==> config.mk <==
export PLATFORM = sky130hd
export DESIGN_NAME = tagged_integer_stream_encoder
export DESIGN_NICKNAME = d
export VERILOG_FILES = /design/src/hdl/tise_pkg.sv /design/src/hdl/tise_encode.sv /design/src/hdl/tise_serializer.sv /design/src/hdl/tagged_integer_stream_encoder.sv
export SDC_FILE = /design/constraint.sdc
export NUM_CORES = 1
export LEC_CHECK = 0
export BUFFER_PORTS_ARGS = -buffer_cell sky130_fd_sc_hd__buf_2
export CAP_MARGIN = 10
export CORE_MARGIN = 4
export CORE_UTILIZATION = 55
export DETAILED_ROUTE_END_ITERATION = 7
export GPL_TIMING_DRIVEN = 0
export PLACE_DENSITY = 0.72
export SYNTH_ARGS = -nofsm -noshare
export SYNTH_HDL_FRONTEND = slang
export SYNTH_SLANG_ARGS = --single-unit
==> constraint.sdc <==
create_clock -name i_clk -period 15.05 [get_ports i_clk]
set_input_delay 3.01 -clock i_clk [delete_from_list [all_inputs] [get_ports i_clk]]
set_output_delay 3.01 -clock i_clk [all_outputs]
set_load 0.02 [all_outputs]
==> src/hdl/tise_pkg.sv <==
// Shared types and constants for the tagged integer stream encoder.
// Holds beat structs, command codes, tag codes and the size table.
// No dependencies.
`default_nettype none
package tise_pkg;

    // command codes
    localparam logic [2:0] CMD_UINT  = 3'd0;
    localparam logic [2:0] CMD_SINT  = 3'd1;
    localparam logic [2:0] CMD_BOOL  = 3'd2;
    localparam logic [2:0] CMD_ARRAY = 3'd3;
    localparam logic [2:0] CMD_VAR   = 3'd4;
    localparam logic [2:0] CMD_RAW   = 3'd5;

    // tag codes
    localparam logic [7:0] TAG_ZERO   = 8'd0;
    localparam logic [7:0] TAG_ONE    = 8'd1;
    localparam logic [7:0] TAG_NEGONE = 8'd2;
    localparam logic [7:0] TAG_FALSE  = 8'd4;
    localparam logic [7:0] TAG_TRUE   = 8'd5;
    localparam logic [7:0] TAG_U8     = 8'd6;
    localparam logic [7:0] TAG_I8     = 8'd7;
    localparam logic [7:0] TAG_ARRAY8 = 8'd18;
    localparam logic [7:0] TAG_VAR8   = 8'd21;

    localparam int unsigned MAX_BYTES = 9;
    localparam int unsigned LEFT_W    = $clog2(MAX_BYTES + 1);

    typedef struct packed {
        logic [2:0]  command;
        logic [63:0] value;
    } t_in_beat;

    typedef struct packed {
        logic [7:0] out_byte;
        logic       last;
    } t_out_beat;

    // one encoded record: tag, payload and number of bytes still to send
    typedef struct packed {
        logic [7:0]        tag;
        logic [63:0]       payload;
        logic [LEFT_W-1:0] left;
    } t_record;

    // payload bytes for size classes 0..5
    function automatic logic [LEFT_W-1:0] class_bytes(input logic [2:0] k);
        logic [LEFT_W-1:0] nb;
        case (k)
            3'd0:    nb = LEFT_W'(1);
            3'd1:    nb = LEFT_W'(2);
            3'd2:    nb = LEFT_W'(3);
            3'd3:    nb = LEFT_W'(4);
            3'd4:    nb = LEFT_W'(5);
            default: nb = LEFT_W'(8);
        endcase
        return nb;
    endfunction

endpackage
`default_nettype wire

==> src/hdl/tise_encode.sv <==
// Combinational encoder: turns one command beat into a tagged record.
// Depends on tise_pkg.
`default_nettype none
module tise_encode import tise_pkg::*; (
    input  wire t_in_beat i_beat,
    output t_record       o_rec,
    output logic          o_keep
);

    logic [63:0] v;
    logic        neg;
    logic [63:0] mag;
    logic [2:0]  uk;
    logic [2:0]  sk;
    logic [31:0] len;

    assign v   = i_beat.value;
    assign neg = v[63];
    assign mag = neg ? (64'd0 - v) : v;
    assign len = v[31:0];

    always_comb begin
        if (v[63:8] == '0)       uk = 3'd0;
        else if (v[63:16] == '0) uk = 3'd1;
        else if (v[63:24] == '0) uk = 3'd2;
        else if (v[63:32] == '0) uk = 3'd3;
        else if (v[63:40] == '0) uk = 3'd4;
        else                     uk = 3'd5;
    end

    always_comb begin
        if (mag[63:7] == '0)       sk = 3'd0;
        else if (mag[63:15] == '0) sk = 3'd1;
        else if (mag[63:23] == '0) sk = 3'd2;
        else if (mag[63:31] == '0) sk = 3'd3;
        else if (mag[63:39] == '0) sk = 3'd4;
        else                       sk = 3'd5;
    end

    always_comb begin
        o_rec.tag     = TAG_ZERO;
        o_rec.payload = v;
        o_rec.left    = LEFT_W'(1);
        o_keep        = 1'b1;
        case (i_beat.command)
            CMD_UINT: begin
                if (v == 64'd0) begin
                    o_rec.tag = TAG_ZERO;
                end else if (v == 64'd1) begin
                    o_rec.tag = TAG_ONE;
                end else begin
                    o_rec.tag  = TAG_U8 + {4'd0, uk, 1'b0};
                    o_rec.left = class_bytes(uk) + LEFT_W'(1);
                end
            end
            CMD_SINT: begin
                if (v == 64'd0) begin
                    o_rec.tag = TAG_ZERO;
                end else if (v == 64'd1) begin
                    o_rec.tag = TAG_ONE;
                end else if (v == '1) begin
                    o_rec.tag = TAG_NEGONE;
                end else begin
                    o_rec.tag  = TAG_I8 + {4'd0, sk, 1'b0};
                    o_rec.left = class_bytes(sk) + LEFT_W'(1);
                end
            end
            CMD_BOOL: begin
                o_rec.tag = v[0] ? TAG_TRUE : TAG_FALSE;
            end
            CMD_ARRAY, CMD_VAR: begin
                o_rec.tag = (i_beat.command == CMD_ARRAY) ? TAG_ARRAY8 : TAG_VAR8;
                if (len[31:8] == '0) begin
                    o_rec.left = LEFT_W'(2);
                end else if (len[31:16] == '0) begin
                    o_rec.tag  = o_rec.tag + 8'd1;
                    o_rec.left = LEFT_W'(3);
                end else begin
                    o_rec.tag  = o_rec.tag + 8'd2;
                    o_rec.left = LEFT_W'(5);
                end
            end
            CMD_RAW: begin
                o_rec.tag = v[7:0];
            end
            default: begin
                o_keep = 1'b0;
            end
        endcase
    end

endmodule
`default_nettype wire

==> src/hdl/tise_serializer.sv <==
// Result register and byte shifter: sends a record one beat per cycle while the output is not stalled.
// Depends on tise_pkg.
`default_nettype none
module tise_serializer import tise_pkg::*; (
    input  wire         i_clk,
    input  wire         i_rst_n,
    input  wire         i_load,
    input  wire t_record i_rec,
    output logic        o_free,
    output logic        o_valid,
    output t_out_beat   o_beat,
    input  wire         i_stall
);

    logic              r_valid;
    logic [71:0]       r_bytes;
    logic [LEFT_W-1:0] r_left;
    logic              fire;

    assign fire    = r_valid && !i_stall;
    assign o_free  = !r_valid || (fire && r_left == LEFT_W'(1));
    assign o_valid = r_valid;
    assign o_beat.out_byte = r_bytes[7:0];
    assign o_beat.last     = (r_left == LEFT_W'(1));

    always_ff @(posedge i_clk) begin
        if (!i_rst_n) begin
            r_valid <= 1'b0;
        end else if (o_free) begin
            r_valid <= i_load;
        end
    end

    always_ff @(posedge i_clk) begin
        if (o_free) begin
            r_bytes <= {i_rec.payload, i_rec.tag};
            r_left  <= i_rec.left;
        end else if (fire) begin
            // advance to the next byte of the record
            r_bytes <= {8'd0, r_bytes[71:8]};
            r_left  <= r_left - LEFT_W'(1);
        end
    end

endmodule
`default_nettype wire

==> src/hdl/tagged_integer_stream_encoder.sv <==
// Top level of the tagged integer stream encoder: input register, encoder
// and byte serializer. Depends on tise_pkg, tise_encode, tise_serializer.
//
//  channel | direction | handshake               | beat
//  in      | input     | i_in_valid / o_in_stall | t_in_beat  (command, value)
//  out     | output    | o_out_valid / i_out_stall | t_out_beat (out_byte, last)
//
// An input beat is registered, encoded in the next cycle and loaded into the
// result register, which sends 1 to 9 bytes, one per cycle while the output is
// not stalled. An accepted beat passes the input register and the result
// register before its first byte appears. Unused commands give no bytes.
// Reset (synchronous, active low) empties both registers. A stalled output
// holds its byte; the input stalls only while its register is full and the
// result register cannot take the next record.
`default_nettype none
module tagged_integer_stream_encoder import tise_pkg::*; (
    input  wire       i_clk,
    input  wire       i_rst_n,
    input  wire       i_in_valid,
    output logic      o_in_stall,
    input  wire t_in_beat i_in_data,
    output logic      o_out_valid,
    input  wire       i_out_stall,
    output t_out_beat o_out_data
);

    logic     r_in_valid;
    t_in_beat r_in;
    t_record  enc_rec;
    logic     enc_keep;
    logic     ser_free;
    logic     take;
    logic     in_fire;

    // drop unused commands at once, otherwise wait for the serializer
    assign take       = r_in_valid && (!enc_keep || ser_free);
    assign o_in_stall = r_in_valid && !take;
    assign in_fire    = i_in_valid && !o_in_stall;

    always_ff @(posedge i_clk) begin
        if (!i_rst_n) begin
            r_in_valid <= 1'b0;
        end else if (in_fire) begin
            r_in_valid <= 1'b1;
        end else if (take) begin
            r_in_valid <= 1'b0;
        end
    end

    always_ff @(posedge i_clk) begin
        if (in_fire) begin
            r_in <= i_in_data;
        end
    end

    tise_encode u_encode (
        .i_beat (r_in),
        .o_rec  (enc_rec),
        .o_keep (enc_keep)
    );

    tise_serializer u_serializer (
        .i_clk   (i_clk),
        .i_rst_n (i_rst_n),
        .i_load  (r_in_valid && enc_keep),
        .i_rec   (enc_rec),
        .o_free  (ser_free),
        .o_valid (o_out_valid),
        .o_beat  (o_out_data),
        .i_stall (i_out_stall)
    );

    a_in_held: assert property (@(posedge i_clk) disable iff (!i_rst_n)
        (i_in_valid && !o_in_stall) |=> r_in_valid)
        else $error("accepted input beat not held");

    a_record_continues: assert property (@(posedge i_clk) disable iff (!i_rst_n)
        (o_out_valid && !i_out_stall && !o_out_data.last) |=> o_out_valid)
        else $error("record cut short before its last byte");

    a_stall_needs_item: assert property (@(posedge i_clk) disable iff (!i_rst_n)
        o_in_stall |-> (r_in_valid && o_out_valid))
        else $error("input stalled with nothing pending");

endmodule
`default_nettype wire

**Word level (Yosys, flattened, before mapping)**

Cells that the tools add are included.
Widths: inputs -> output; s select.

- Latch bits: 0
- ROM bits: 0
- Memory bits (writable): 0
- Word-level logic and storage cells: 108
- Memories kept: 0
- Register bits: 145

- Multiply operators: 0
- Bitwise operators: 0
- Mux-type cells: 45
- Divide/modulo/power cells: 0
- Shift-type cells: 0
- Add/subtract/negate cells: 8
- Reduce and logical (&&, ||, !) cells: 33
- Magnitude comparators: 0
- Equal/unequal tests: 16

Operators by type and width:

| cell | number |
|---|---|
| $mux 72 | 2 |
| $eq 64x1->1 const B | 1 |
| $eq 64x64->1 const B | 1 |
| $logic_not 64->1 | 1 |
| $mux 64 | 1 |
| $sub 1x64->64 const A | 1 |
| $mux 4 | 15 |
| $logic_not 57->1 | 1 |
| $logic_not 56->1 | 1 |
| $mux 8 | 7 |
| $logic_not 49->1 | 1 |
| $logic_not 24->1 | 2 |
| $logic_not 48->1 | 1 |
| $logic_not 41->1 | 1 |
| $logic_not 40->1 | 1 |
| $pmux 4 s5 | 2 |
| $pmux 8 s5 | 1 |
| $logic_not 33->1 | 1 |
| $logic_not 32->1 | 1 |
| $mux 3 | 10 |
| $logic_not 25->1 | 1 |
| $eq 3x2->1 const B | 6 |
| $logic_not 16->1 | 1 |
| $eq 3x3->1 const B | 4 |
| other kinds (16) | 38 |

**Longest topological paths before layout**

Gate-level depths: netlist (run 1).

- Depth in word-level cells: 20
- Mapped depth: 20

**Hierarchy**

From an unflattened synthesis (run 1), not the netlist that was laid out.

- Cells, all modules: 775
- Area, all modules: 8742.1 um2

Modules (own cells, without submodules):

| module | instances | cells an instance | area an instance (um2) |
|---|---|---|---|
| tise_encode | 1 | 520 | 3349.5 |
| tise_serializer | 1 | 183 | 3331.9 |
| tagged_integer_stream_encoder | 1 | 72 | 2060.7 |

**Worst setup path after synthesis (run 1)**

OpenSTA, ideal clock, no wires.

- Path kind: in2reg
- Start: input port i_out_stall
- End: register r_in[0] (netlist name), enable pin
- Data required time: 14.551 ns
- Setup slack: 8.080 ns
- Path buffers: 0
- Arrival: 6.471 ns
- Stages on the path: 3
- Path through: o21ai_1 -> nor2_1 -> nor2b_1

- Cells in the longest elaborated chain, start to end: 10

Ends and longest elaborated chain:

| item | line | source |
|---|---|---|
| start, declared | tagged_integer_stream_encoder.sv:23 | `input wire i_out_stall,` |
| $logic_not 1->1 | tise_serializer.sv:20 | `assign fire = r_valid && !i_stall;` |
| $logic_and 1x1->1 | tise_serializer.sv:20 |  |
| $logic_and 1x1->1 | tise_serializer.sv:21 | `assign o_free = !r_valid \|\| (fire && r_left == LEFT_W'(1));` |
| $logic_or 1x1->1 | tise_serializer.sv:21 |  |
| $logic_or 1x1->1 | tagged_integer_stream_encoder.sv:36 | `assign take = r_in_valid && (!enc_keep \|\| ser_free);` |
| $logic_and 1x1->1 | tagged_integer_stream_encoder.sv:36 |  |
| $logic_not 1->1 | tagged_integer_stream_encoder.sv:37 | `assign o_in_stall = r_in_valid && !take;` |
| $logic_and 1x1->1 | tagged_integer_stream_encoder.sv:37 |  |
| net o_in_stall | tagged_integer_stream_encoder.sv:20 | `output logic o_in_stall,` |
| $logic_not 1->1 | tagged_integer_stream_encoder.sv:38 | `assign in_fire = i_in_valid && !o_in_stall;` |
| $logic_and 1x1->1 | tagged_integer_stream_encoder.sv:38 |  |
| net in_fire | tagged_integer_stream_encoder.sv:33 | `logic in_fire;` |
| end signal, assigned | tagged_integer_stream_encoder.sv:52 | `r_in <= i_in_data;` |
| end, declared | tagged_integer_stream_encoder.sv:28 | `t_in_beat r_in;` |

The timed path passes the listed nets, and every way through them passes these cells.
A chain may end at the register's enable or synchronous reset.

**Worst setup path after layout (run 1)**

- Start: input port i_out_stall
- End: output port o_in_stall

- Cells in the longest elaborated chain, start to end: 8

Ends and longest elaborated chain:

| item | line |
|---|---|
| $logic_not 1->1 | tise_serializer.sv:20 |
| $logic_and 1x1->1 | tise_serializer.sv:20 |
| $logic_and 1x1->1 | tise_serializer.sv:21 |
| $logic_or 1x1->1 | tise_serializer.sv:21 |
| $logic_or 1x1->1 | tagged_integer_stream_encoder.sv:36 |
| $logic_and 1x1->1 | tagged_integer_stream_encoder.sv:36 |
| $logic_not 1->1 | tagged_integer_stream_encoder.sv:37 |
| $logic_and 1x1->1 | tagged_integer_stream_encoder.sv:37 |
| end, declared | tagged_integer_stream_encoder.sv:20 |

No other way between the ends.

==> results.md, run 1 <==
- Flops & latches, synth: 145
- Core ar.: 14800 µm²
- Antenna violations before repair: 0
- Worst-path fanout max: 6
- Total Power: 1060 µW
- Net Count, Synth: 965
- Crit path required time: 12.04 ns
- Depth of the CTS H-tree: 4
- Share of cells above drive strength 1: 14.4%
- Most common cell after layout, fill and taps aside: nand2_1
- RSZ-0062 raised after global routing: false
- Die Ht: 132 µm
- DR vias: 7573
- Outcome: completed
- Leak: 0.00370 µW
- Register share of total power: 48.8%
- EDFF count, synth: 143
- Final Cycle Share: 46.1%
- Clock root buffer: clkbuf_16
- Routed Antenna Nets: 0
- Clk sink count: 145
- Top_reg_cell synth: edfxtp_1
- Maxcap violations: 0
- Post-Syn Instances: 878
- Dpl cells: 1146
- Total power divided by cell area: 109 nW/µm²
- Commonest non-fill, non-tap cells in the layout: nand2_1 (218), edfxtp_1 (143), buf_2 (83)
- Final Setup Violations: 0
- CTS Hold Bufs: 0
- Clock Latency Late Sink: 0.43 ns
- Placer congestion estimate: 1.00
- Cell Rows: 44
- CP Capture Type: output pin
- Worst hold slack: 0.483 ns
- Drt initial violations: 1085
- Startpoint Class: input port
- ANT cells: 0
- Classification of the worst-slack hold path: flop to flop
- Vias per std cell: 6.43
- Crit path cell chain: buf_2, o21ai_1, nor2_1, buf_2
- IR drop worst, VDD: 0.000101 V
- Gr usage total: 29.5%
- Bufs on Longest Clock Path: 2
- DRT Wirelength: 25900 µm
- Net Sw Power: 275 µW
- Synth top area share: 51.2%
- Combinational Power Share: 12.6%
- Cell taking the most area after synthesis: edfxtp_1
- Skew final: 0.00916 ns
- Post-synth cell types: 70
- P_int: 782 µW
- Grt ovf: 0
- WP data arrival: 3.93 ns
- F_max: 0.144 GHz
- Clk slew on worst S/H paths: 0.06 ns
- Critical path type: input port to output pin
- Synth-to-layout area growth: 15.2%
- Area contributors post-synth: edfxtp_1 (51%), nand2_1 (9.8%), nor4_1 (3.2%)
- Slew margin rel.: 35.9%
- Largest stage delay, worst path: 0.40 ns
- Synth Cell Area: 8390 µm²
- Starting Density: 56.9%
- Setup TNS Final: 0 ns
- Buffers on Ports: 81
- I/O pin count: 82
- Slowest CP cell: o21ai_1
- Inserted Clock Buffers: 17
- Switch share: 26.0%
- CTS tree: done
- Synth Area per Inst: 9.56 µm²
- Setup bufs post-CTS: 0
- Vias in the first global route: 6855
- Die width: 132 µm
- Clk network pwr share: 38.6%
- Synthesis Warnings: 0
- Crit path top cell by count: buf_2
- DIE AREA: 17300 µm²
- Post-DP HPWL: 19100 µm
- Post-route DRC: 0
- Asr flop ratio synth: 0%
- Max-slew violation count: 0
- Drt wl/cell: 22.0 µm
- Worst-Margin Slew: 0.948 ns
- Buf/Inv on CP: 2
- First-pass GRT wire length: 39400 µm
- Final hold violation count: 0
- CP top delay family: compound AO/OA/AOI/OAI gates
- Router iterations before antenna repair: 6
- Largest net degree at the start of global routing: 55
- PostCTS Resize Cnt: 0
- Sequential area share after synthesis: 51.6%
- Final net count: 1068
- Tmin final: 6.94 ns
- Fin cells: 1178
cell families (layout without fill, tap and decap cells):
group           Yosys count  count (layout)  share of synthesized area [%]
compound gates          149             149                           11.9
xor+xnor                  9               9                          0.939
fa+ha+maj                16              16                           2.39
buf+inv                  89             205                           4.74
flops                   145             145                           51.6
mux                       6               6                          0.745
simple gates            464             464                           27.7
Yosys cell counts, types with 4 or more instances:
cell      number
nor3_1        24
a211oi_1       5
o22ai_1        6
or4_1         12
or3_1          7
nand2_1      219
nand4_1       36
o21ai_0       34
nand2b_1       4
o21a_1         4
nand3_1       22
clkbuf_1      51
and2_1        14
mux2i_1        4
inv_1         18
and3_1         6
a21o_1         5
o211ai_1       4
a31oi_1        9
buf_1          4
a21boi_0       5
xnor2_1        7
o31ai_1        9
a21oi_1       29
o41ai_1        4
buf_4          8
nor2_1        46
nor4_1        43
ha_1          16
buf_6          4
a41oi_1        4
nor3b_1        5
edfxtp_1     143
flip-flops by register name, indices dropped and copies added, names as in the netlist:
register	count
r_in_valid	1
u_serializer.r_left	4
r_in	67
u_serializer.r_bytes	72
u_serializer.o_valid	1
power by group through the flow:
stage                     clock network, µW  logic (µW)  registers, µW
final                                   408         133            515
after global routing                    429         146            518
after CTS                               409         130            515
after detailed placement                  0         130            522
after global placement                    0         125            524
after floorplan                           0        84.1            515
through the flow:
| stage | setup slack (ns) | util (%) | instance area, µm² |
|---|---|---|---|
| 6_report | 8.11 | 65.5 | 9670 |
| 5_1_grt | 7.99 | 65.5 | 9670 |
| 4_1_cts | 8.09 | 65.5 | 9670 |
| 3_5_place_dp | 8.09 | 61.8 | 9110 |
| 3_3_place_gp | 6.59 | 61.2 | 9030 |
| 2_1_floorplan | 8.08 | - | 8390 |
worst paths after layout:
path               startpoint                endpoint  slack (ns)  cells past startpoint
setup / recovery  i_out_stall              o_in_stall        8.11                      4
hold / removal     r_in_valid    u_serializer.o_valid        0.48                      2
setup reg to reg     r_in[31]  u_serializer.r_left[1]        9.10                     18
hold reg to reg    r_in_valid    u_serializer.o_valid        0.48                      2
tightest hold or removal path, delay by kind of cell (launching register included):
kind	cells	cell delay, ns
flops	1	0.30
compound gates	1	0.08
simple gates	1	0.06
metal layers:
layer	vias to the layer above	global-route usage (%)	part of all wire, %
li1	3489	-	-
met1	3507	45.4	44
met2	496	39.7	41
met3	81	7.84	12
met4	0	11.0	3.2
met5	-	0	0
final cells by class:
class,count,area [µm²]
flip-flops and latches,145,4330
inverters,19,71.3
clock inverters,9,108
fillers,1221,5090
plain buffers,70,327
clock buffers,23,448
well taps,184,230
repair buffers,84,473
multi-input cells,644,3680
No activity file was read; power rests on OpenSTA's default activity.
==> run 2: changes to the inputs <==
- ABC_AREA: default -> 1
- clock period: 15.05 -> 6.6 ns (I/O delays scaled with it)
==> run 2 against run 1 <==
Net effect: via count fell by 1.7%; non-clock buffer count fell by 40; worst hold slack improved by 0.040 ns; sequential power rose by 130%; critical path type is now flop to flop; first-iteration DRC count fell by 20%; worst setup slack got worse by 5.7 ns; cell area rose by 2.2%.
==> results.md, run 2 <==
- Outcome: completed
- Net Count, Synth: 1152 (+19%)
- Met2 Use GR: 43.8% (+4.1 points)
- Commonest non-fill, non-tap cells in the layout: nand2_1 (356), nor2_1 (160), edfxtp_1 (143)
- Setup bufs post-CTS: 0 (unchanged)
- Top_reg_cell synth: edfxtp_1
- PostCTS Resize Cnt: 0 (unchanged)
- Synthesis Warnings: 0 (unchanged)
- DRT Wirelength: 24300 µm (-6.3%)
- Final hold violation count: 0 (unchanged)
- Maxcap violations: 0 (unchanged)
- Net Sw Power: 660 µW (+140%)
- Post-Synth Adder-Cell Area: 2.33% (-0.060 points)
- Setup TNS Final: 0 ns (unchanged)
- Die Ht: 133 µm (+1.2%)
- Area contributors post-synth: edfxtp_1 (50%), nand2_1 (16%), nor2_1 (7.0%)
- Clk slew on worst S/H paths: 0.06 ns (about the same)
- Combinational Power Share: 12.0% (-0.6 points)
- F_max: 0.239 GHz
- Vias per std cell: 5.35 (-17%)
- Tmin final: 4.19 ns
- Clock root buffer: clkbuf_16
- Router iterations before antenna repair: 5 (-1)
- Switch share: 27.8% (+1.8 points)
- Most common cell after layout, fill and taps aside: nand2_1
- Crit path required time: 6.79 ns (-5.25 ns)
- Post-route DRC: 0 (unchanged)
- Final setup margin: 2.41 ns (-5.70 ns)
- Inserted Clock Buffers: 17 (unchanged)
- Share of cells above drive strength 1: 14.6% (+0.19 points)
- Max reg flops: 72 (unchanged)
- Synth Area per Inst: 8.08 µm² (-15%)
- Placer congestion estimate: 1.00 (about the same)
- Synth-to-layout area growth: 14.8%
- Bufs on Longest Clock Path: 2 (unchanged)
- Final net count: 1254 (+17%)
- Depth of the CTS H-tree: 4 (unchanged)
- Classification of the worst-slack hold path: flop to flop
- Post-DP HPWL: 19200 µm (+0.66%)
- Asr flop ratio synth: 0% (unchanged)
- Startpoint Class: flop
- Met1 Use GR: 38.4% (-7.0 points)
- Largest net degree at the start of global routing: 53 (-3.6%)
- IR drop worst, VDD: 0.000229 V (+130%)
- First-pass GRT wire length: 37100 µm (-5.8%)
- RSZ-0062 raised after global routing: false
- Register share of total power: 49.7% (+0.9 points)
- DR vias: 7447 (-1.7%)
- Grt ovf: 0 (unchanged)
- Mux contribution to synthesized area: 0% (-0.75 points)
- Worst-Margin Slew: 0.659 ns (-0.290 ns)
- Synth Cell Area: 8610 µm² (+2.6%)
- Critical path type: flop to flop
- Clock Latency Late Sink: 0.44 ns (about the same)
- Drt initial violations: 873 (-20%)
- Synth cell count leaders: nand2_1 (357), nor2_1 (160), edfxtp_1 (143), inv_1 (101), o21ai_0 (70)
- I/O pin count: 82 (unchanged)
- Starting Density: 56.4% (-0.46 points)
- EDFF count, synth: 143 (unchanged)
- Cell with the most instances after synthesis: nand2_1
- CP Capture Type: flop
- Max-slew violation count: 0 (unchanged)
- CTS Hold Bufs: 0 (unchanged)
- Worst R2R Setup Slack: 2.41 ns (-6.69 ns)
- Buffers on Ports: 81 (unchanged)
- Sequential area share after synthesis: 50.3% (-1.3 points)
- Gr usage total: 27.7% (-1.8 points)
- Routed Antenna Nets: 0 (unchanged)
- Synth top area share: 49.9% (-1.3 points)
- Skew final: 0.00994 ns (+0.000780 ns)
- Drt wl/cell: 17.4 µm (-21%)
- ANT cells: 0 (unchanged)
- Clk sink count: 145 (unchanged)
- Flops & latches, synth: 145 (unchanged)
- Grt met3 use: 5.17% (-2.7 points)
- WP data arrival: 4.38 ns (+0.45 ns)
- P_int: 1710 µW (+120%)
- Compound-Gate Fraction of Synth Area: 6.60% (-5.3 points)
- Post-Syn Instances: 1065 (+21%)
- Worst-path fanout max: 10 (+4)
- Util after Layout: 64.8% (-0.76 points)
- Cell taking the most area after synthesis: edfxtp_1
- Total power divided by cell area: 240 nW/µm² (+120%)
- Final Setup Violations: 0 (unchanged)
- Clk network pwr share: 38.3% (-0.3 points)
- Final Cycle Share: 63.5%
- Die width: 133 µm (+1.2%)
- Leak: 0.00425 µW (+15%)
- Regs by FF count: u_serializer.r_bytes (72), r_in (67), u_serializer.r_left (4)
- Simple-Gate Fraction of Synth Area: 31.6% (+3.9 points)
- Most Crowded Layer GR: met2
- Antenna violations before repair: 0 (unchanged)
- Core ar.: 15300 µm² (+3.4%)
- Post-synth cell types: 41 (-41%)
- Xor/xnor cell area share of the yosys netlist: 2.85% (+1.9 points)
- Vias in the first global route: 6877 (+0.32%)
- DIE AREA: 17700 µm² (+2.4%)
- Largest family of logic cells by synthesized area: simple AND/OR/NAND/NOR gates
- Cell Rows: 45 (+2.3%)
- Largest Register: u_serializer.r_bytes
- Slew margin rel.: 56.1% (+20 points)
- CTS tree: done
- Pre-CTS WS: 2.55 ns (-5.54 ns)
-- run 2: changes by cell type after synthesis, moves of 36 or more --
cell | previous run | this run
inv_1 | 18 | 101
nor2_1 | 46 | 160
o21ai_0 | 34 | 70
nand2_1 | 219 | 357
clkbuf_1 | 51 | 14
-- run 2: worst max-delay path, stage by stage (launching register included) --
cell and delay (ns):
edfxtp_1 0.36, buf_4 0.21, inv_1 0.25, clkbuf_1 0.55, o21ai_0 0.23, xnor2_1 0.17
nand2_1 0.06, inv_1 0.05, nand2_1 0.06, nor3_1 0.31, nand2_1 0.18, inv_1 0.14
nand4_1 0.09, nand2_1 0.18, inv_1 0.11, ha_1 0.21, nand3_2 0.08, nand2_1 0.08
ha_1 0.22, nand3b_1 0.15, nand3_1 0.09, nand2_1 0.05, nand2_1 0.06, nand2_1 0.05
-- run 2: per-layer routing --
metal	wire, µm	up-vias
met5	0	-
met4	705	0
met3	1910	38
met2	11200	320
met1	10400	3398
li1	-	3691
-- run 2: area by class of cell --
class,instances,area (µm²)
Timing Repair Buffer,83,453
Inverter,103,387
Clock buffer,18,429
Multi-Input combinational cell,786,3740
Sequential cell,145,4330
Buffer,31,156
Fill cell,1359,5380
Tap cell,211,264
Clock inverter,14,118
-- run 2: final timing paths --
path / from / to / cells past startpoint
setup reg to reg: r_in[63] / u_serializer.r_left[2] / 23
hold reg to reg: u_serializer.r_bytes[11] / u_serializer.r_bytes[3] / 2
setup / recovery: r_in[63] / u_serializer.r_left[2] / 23
hold / removal: u_serializer.r_bytes[11] / u_serializer.r_bytes[3] / 2
-- run 2: power by group through the flow --
stage | Sequential, µW | Clock (µW) | Combinational (µW)
after floorplan | 1180 | 0 | 193
after global placement | 1200 | 0 | 274
after detailed placement | 1200 | 0 | 283
after CTS | 1180 | 916 | 284
after global routing | 1190 | 971 | 319
final | 1180 | 910 | 285
-- run 2: cell families after synthesis --
kind of cell | Yosys count
AO/OA/AOI/OAI | 100
XOR/XNOR | 28
adder cells (fa/ha/maj) | 16
buffers and inverters | 134
flip-flops | 145
AND/OR/NAND/NOR | 642
-- run 2: through the flow --
| stage | hold slack [ns] | power (µW) | instance area (µm²) | instances |
|---|---|---|---|---|
| finish | 0.523 | 2370 | 9880 | 1391 |
| global route | 0.540 | 2480 | 9880 | 1391 |
| CTS | 0.525 | 2380 | 9880 | 1391 |
| detailed placement | 0.508 | 1480 | 9330 | 1359 |
| global placement | 0.492 | 1470 | 9280 | 1357 |
| floorplan | 0.487 | 1370 | 8610 | 1065 |
==> run 3: changes to the inputs <==
- clock period: 6.6 -> 4.32 ns (I/O delays scaled with it)
==> run 3 against run 2 <==
Net effect: non-clock buffer count grew 1; final cell count about the same; sequential cell count unchanged; first-iteration DRC count decreased by 13%; critical path depth decreased by 1; worst setup slack worse by 2.1 ns; largest power group unchanged.
==> results.md, run 3 (synthesized netlist as in run 2, its figures left out) <==
- Net Sw Power: 1010 µW (+53%)
- Clk sink count: 145 (unchanged)
- Final Cycle Share: 93.9% (+30 points)
- Hold Path Stages: 2 (unchanged)
- Switch share: 27.8% (about the same)
- Max reg flops: 72 (unchanged)
- Reg2Reg Capture Point: u_serializer.r_left[2]
- Worst-path fanout max: 10 (unchanged)
- Buffers on Ports: 81 (unchanged)
- Tmin final: 4.06 ns (-0.133 ns)
- Final hold violation count: 0 (unchanged)
- Drt wl/cell: 17.5 µm (+0.16%)
- Most common cell after layout, fill and taps aside: nand2_1
- Clk network pwr share: 38.3% (about the same)
- DRT Wirelength: 24300 µm (+0.23%)
- Outcome: completed
- Die width: 133 µm (unchanged)
- DR vias: 7460 (+0.17%)
- Core ar.: 15300 µm² (unchanged)
- Post-DP Area: 9330 µm² (unchanged)
- Commonest non-fill, non-tap cells in the layout: nand2_1 (356), nor2_1 (158), edfxtp_1 (143)
- Classification of the worst-slack hold path: flop to flop
- Total power divided by cell area: 366 nW/µm² (+52%)
- Inserted Clock Buffers: 17 (unchanged)
- Crit path top cell by count: nand2_1
- Worst R2R Setup Slack: 0.26 ns (-2.15 ns)
- DIE AREA: 17700 µm² (unchanged)
- I/O pin count: 82 (unchanged)
- Clock root buffer: clkbuf_16
- Slew margin rel.: 57.3% (+1.2 points)
- CP Capture Type: flop
- Die Ht: 133 µm (unchanged)
- CTS tree: done
- Combinational Power Share: 12.0% (about the same)
- Depth of the CTS H-tree: 4 (unchanged)
- Post-route DRC: 0 (unchanged)
- First-pass GRT wire length: 37100 µm (unchanged)
- Total Power: 3630 µW (+53%)
- Share of cells above drive strength 1: 14.9% (+0.33 points)
- Grt ovf: 0 (unchanged)
- Leak: 0.00425 µW (+0.17%)
- Final Setup Violations: 0 (unchanged)
- Pre-CTS WS: 0.268 ns (-2.28 ns)
- CTS Hold Bufs: 0 (unchanged)
- Hold Crit Start: u_serializer.r_bytes[30]
- Area of the multi-input gates: 3750 µm² (+0.30%)
- Clock Latency Late Sink: 0.43 ns (about the same)
- Critical path type: flop to flop
- Bufs on Longest Clock Path: 2 (unchanged)
- Vias in the first global route: 6877 (unchanged)
- Vias per std cell: 5.36 (+0.10%)
- Largest net degree at the start of global routing: 53 (unchanged)
- FILL cells: 1360 (+0.074%)
- Skew final: 0.00826 ns (-0.00168 ns)
- WP data arrival: 4.25 ns (-0.13 ns)
- Post-DP HPWL: 19200 µm (unchanged)
- Drt initial violations: 763 (-13%)
- Largest stage delay, worst path: 0.32 ns (-0.23 ns)
- Maxcap violations: 0 (unchanged)
- Max-slew violation count: 0 (unchanged)
- FF-to-FF Start: r_in[63]
- Routed Antenna Nets: 0 (unchanged)
- Gr usage total: 27.7% (unchanged)
- Regs by FF count: u_serializer.r_bytes (72), r_in (67), u_serializer.r_left (4)
- Crit path required time: 4.51 ns (-2.28 ns)
- Worst-Margin Slew: 0.636 ns (-0.0226 ns)
- Final instance area: 9900 µm² (+0.20%)
- Cell Rows: 45 (unchanged)
- Register share of total power: 49.7% (about the same)
- Reg area: 4330 µm² (unchanged)
- ANT cells: 0 (unchanged)
- Placer congestion estimate: 1.00 (unchanged)
- Router iterations before antenna repair: 6 (+1)
- Largest Register: u_serializer.r_bytes
- P_int: 2620 µW (+53%)
- Antenna violations before repair: 0 (unchanged)
- WHS Endpoint: u_serializer.r_bytes[22]
- Synth-to-layout area growth: 15.0%
- Clk slew on worst S/H paths: 0.07 ns (about the same)
- IR drop worst, VDD: 0.000351 V (+53%)
- F_max: 0.247 GHz (+3.3%)
- Final net count: 1255 (+0.080%)
- Final setup margin: 0.265 ns (-2.15 ns)
- Startpoint Class: flop
- Crit path cell chain: buf_4, buf_2, buf_2, buf_2, o21ai_0, xor2_1, nand4_1, nor2_1, nand2_1, inv_1, nand4_1, nand2_1, inv_1, ha_1, nand3_2, nand2_1, ha_1, nand3b_1, nand3_1, nand2_1, nand2_1, nand2_1
- Starting Density: 56.4% (unchanged)
- Slowest CP cell: edfxtp_1
- Reg2Reg Depth: 22 (-4.3%)
==> run 3: cell count changes in the layout (fill, tap and decap cells not counted) <==
| cell | previous run | this run |
|---|---|---|
| nor2_1 | 160 | 158 |
| nor2_2 | 13 | 15 |
| buf_4 | 9 | 10 |
| clkbuf_1 | 15 | 14 |
| clkbuf_2 | 0 | 1 |
| nor3b_2 | 1 | 0 |
| nor3b_4 | 0 | 1 |
==> run 3: how the worst max path moves through the flow <==
stage / start / end / cells past startpoint
after floorplan: r_in[7] / u_serializer.r_left[2] / 25
after global placement: i_out_stall / r_in[21] / 4
after detailed placement: r_in[63] / u_serializer.r_left[2] / 23
after CTS: r_in[63] / u_serializer.r_left[2] / 23
after global routing: r_in[15] / u_serializer.r_left[1] / 24
final: r_in[63] / u_serializer.r_left[2] / 22
==> run 3: cell type report <==
class / instances / area share, %
timing repair buffer: 84 / 4.65
sequential: 145 / 43.8
buffer: 31 / 1.59
clock buffer: 18 / 4.33
multi-input combinational: 786 / 37.9
inverter: 103 / 3.90
tap: 211 / 2.67
clock inverter: 14 / 1.19
==> run 3: repair_timing <==
action | CTS | global route
gates resized for setup | 0 | 5
setup endpoints to repair | 0 | 2
setup buffers | 0 | 1
==> run 3: routing by layer <==
metal | up-vias | track usage, % | part of all wire, %
li1 | 3696 | - | -
met1 | 3397 | 38.4 | 43
met2 | 319 | 43.8 | 46
met3 | 48 | 5.17 | 7.6
met4 | 0 | 10.2 | 3.3
met5 | - | 0 | 0
==> run 3: metrics by stage <==
stage / std cells / hold slack (ns) / util [%] / TNS [ns]
6_report: 1392 / 0.524 / 64.9 / 0
5_1_grt: 1392 / 0.540 / 64.9 / -0.0279
4_1_cts: 1391 / 0.525 / 64.8 / 0
3_5_place_dp: 1359 / 0.508 / 61.2 / 0
3_3_place_gp: 1357 / 0.492 / 60.8 / 0
2_1_floorplan: 1065 / 0.487 / - / 0
==> run 3: power by group through the flow <==
stage               Combinational [µW]  Sequential, µW  Clock (µW)
floorplan                          294            1800           0
global placement                   419            1830           0
detailed placement                 432            1830           0
CTS                                434            1800        1400
global route                       489            1810        1480
finish                             436            1800        1390
==> run 3: critical path: cells and delay by family, from the launching register on <==
kind                     cells  cell delay, ns
AO/OA/AOI/OAI                1            0.14
XOR/XNOR                     1            0.23
buffers and inverters        6            1.32
adder cells (fa/ha/maj)      2            0.44
AND/OR/NAND/NOR             12            1.37
flip-flops                   1            0.32
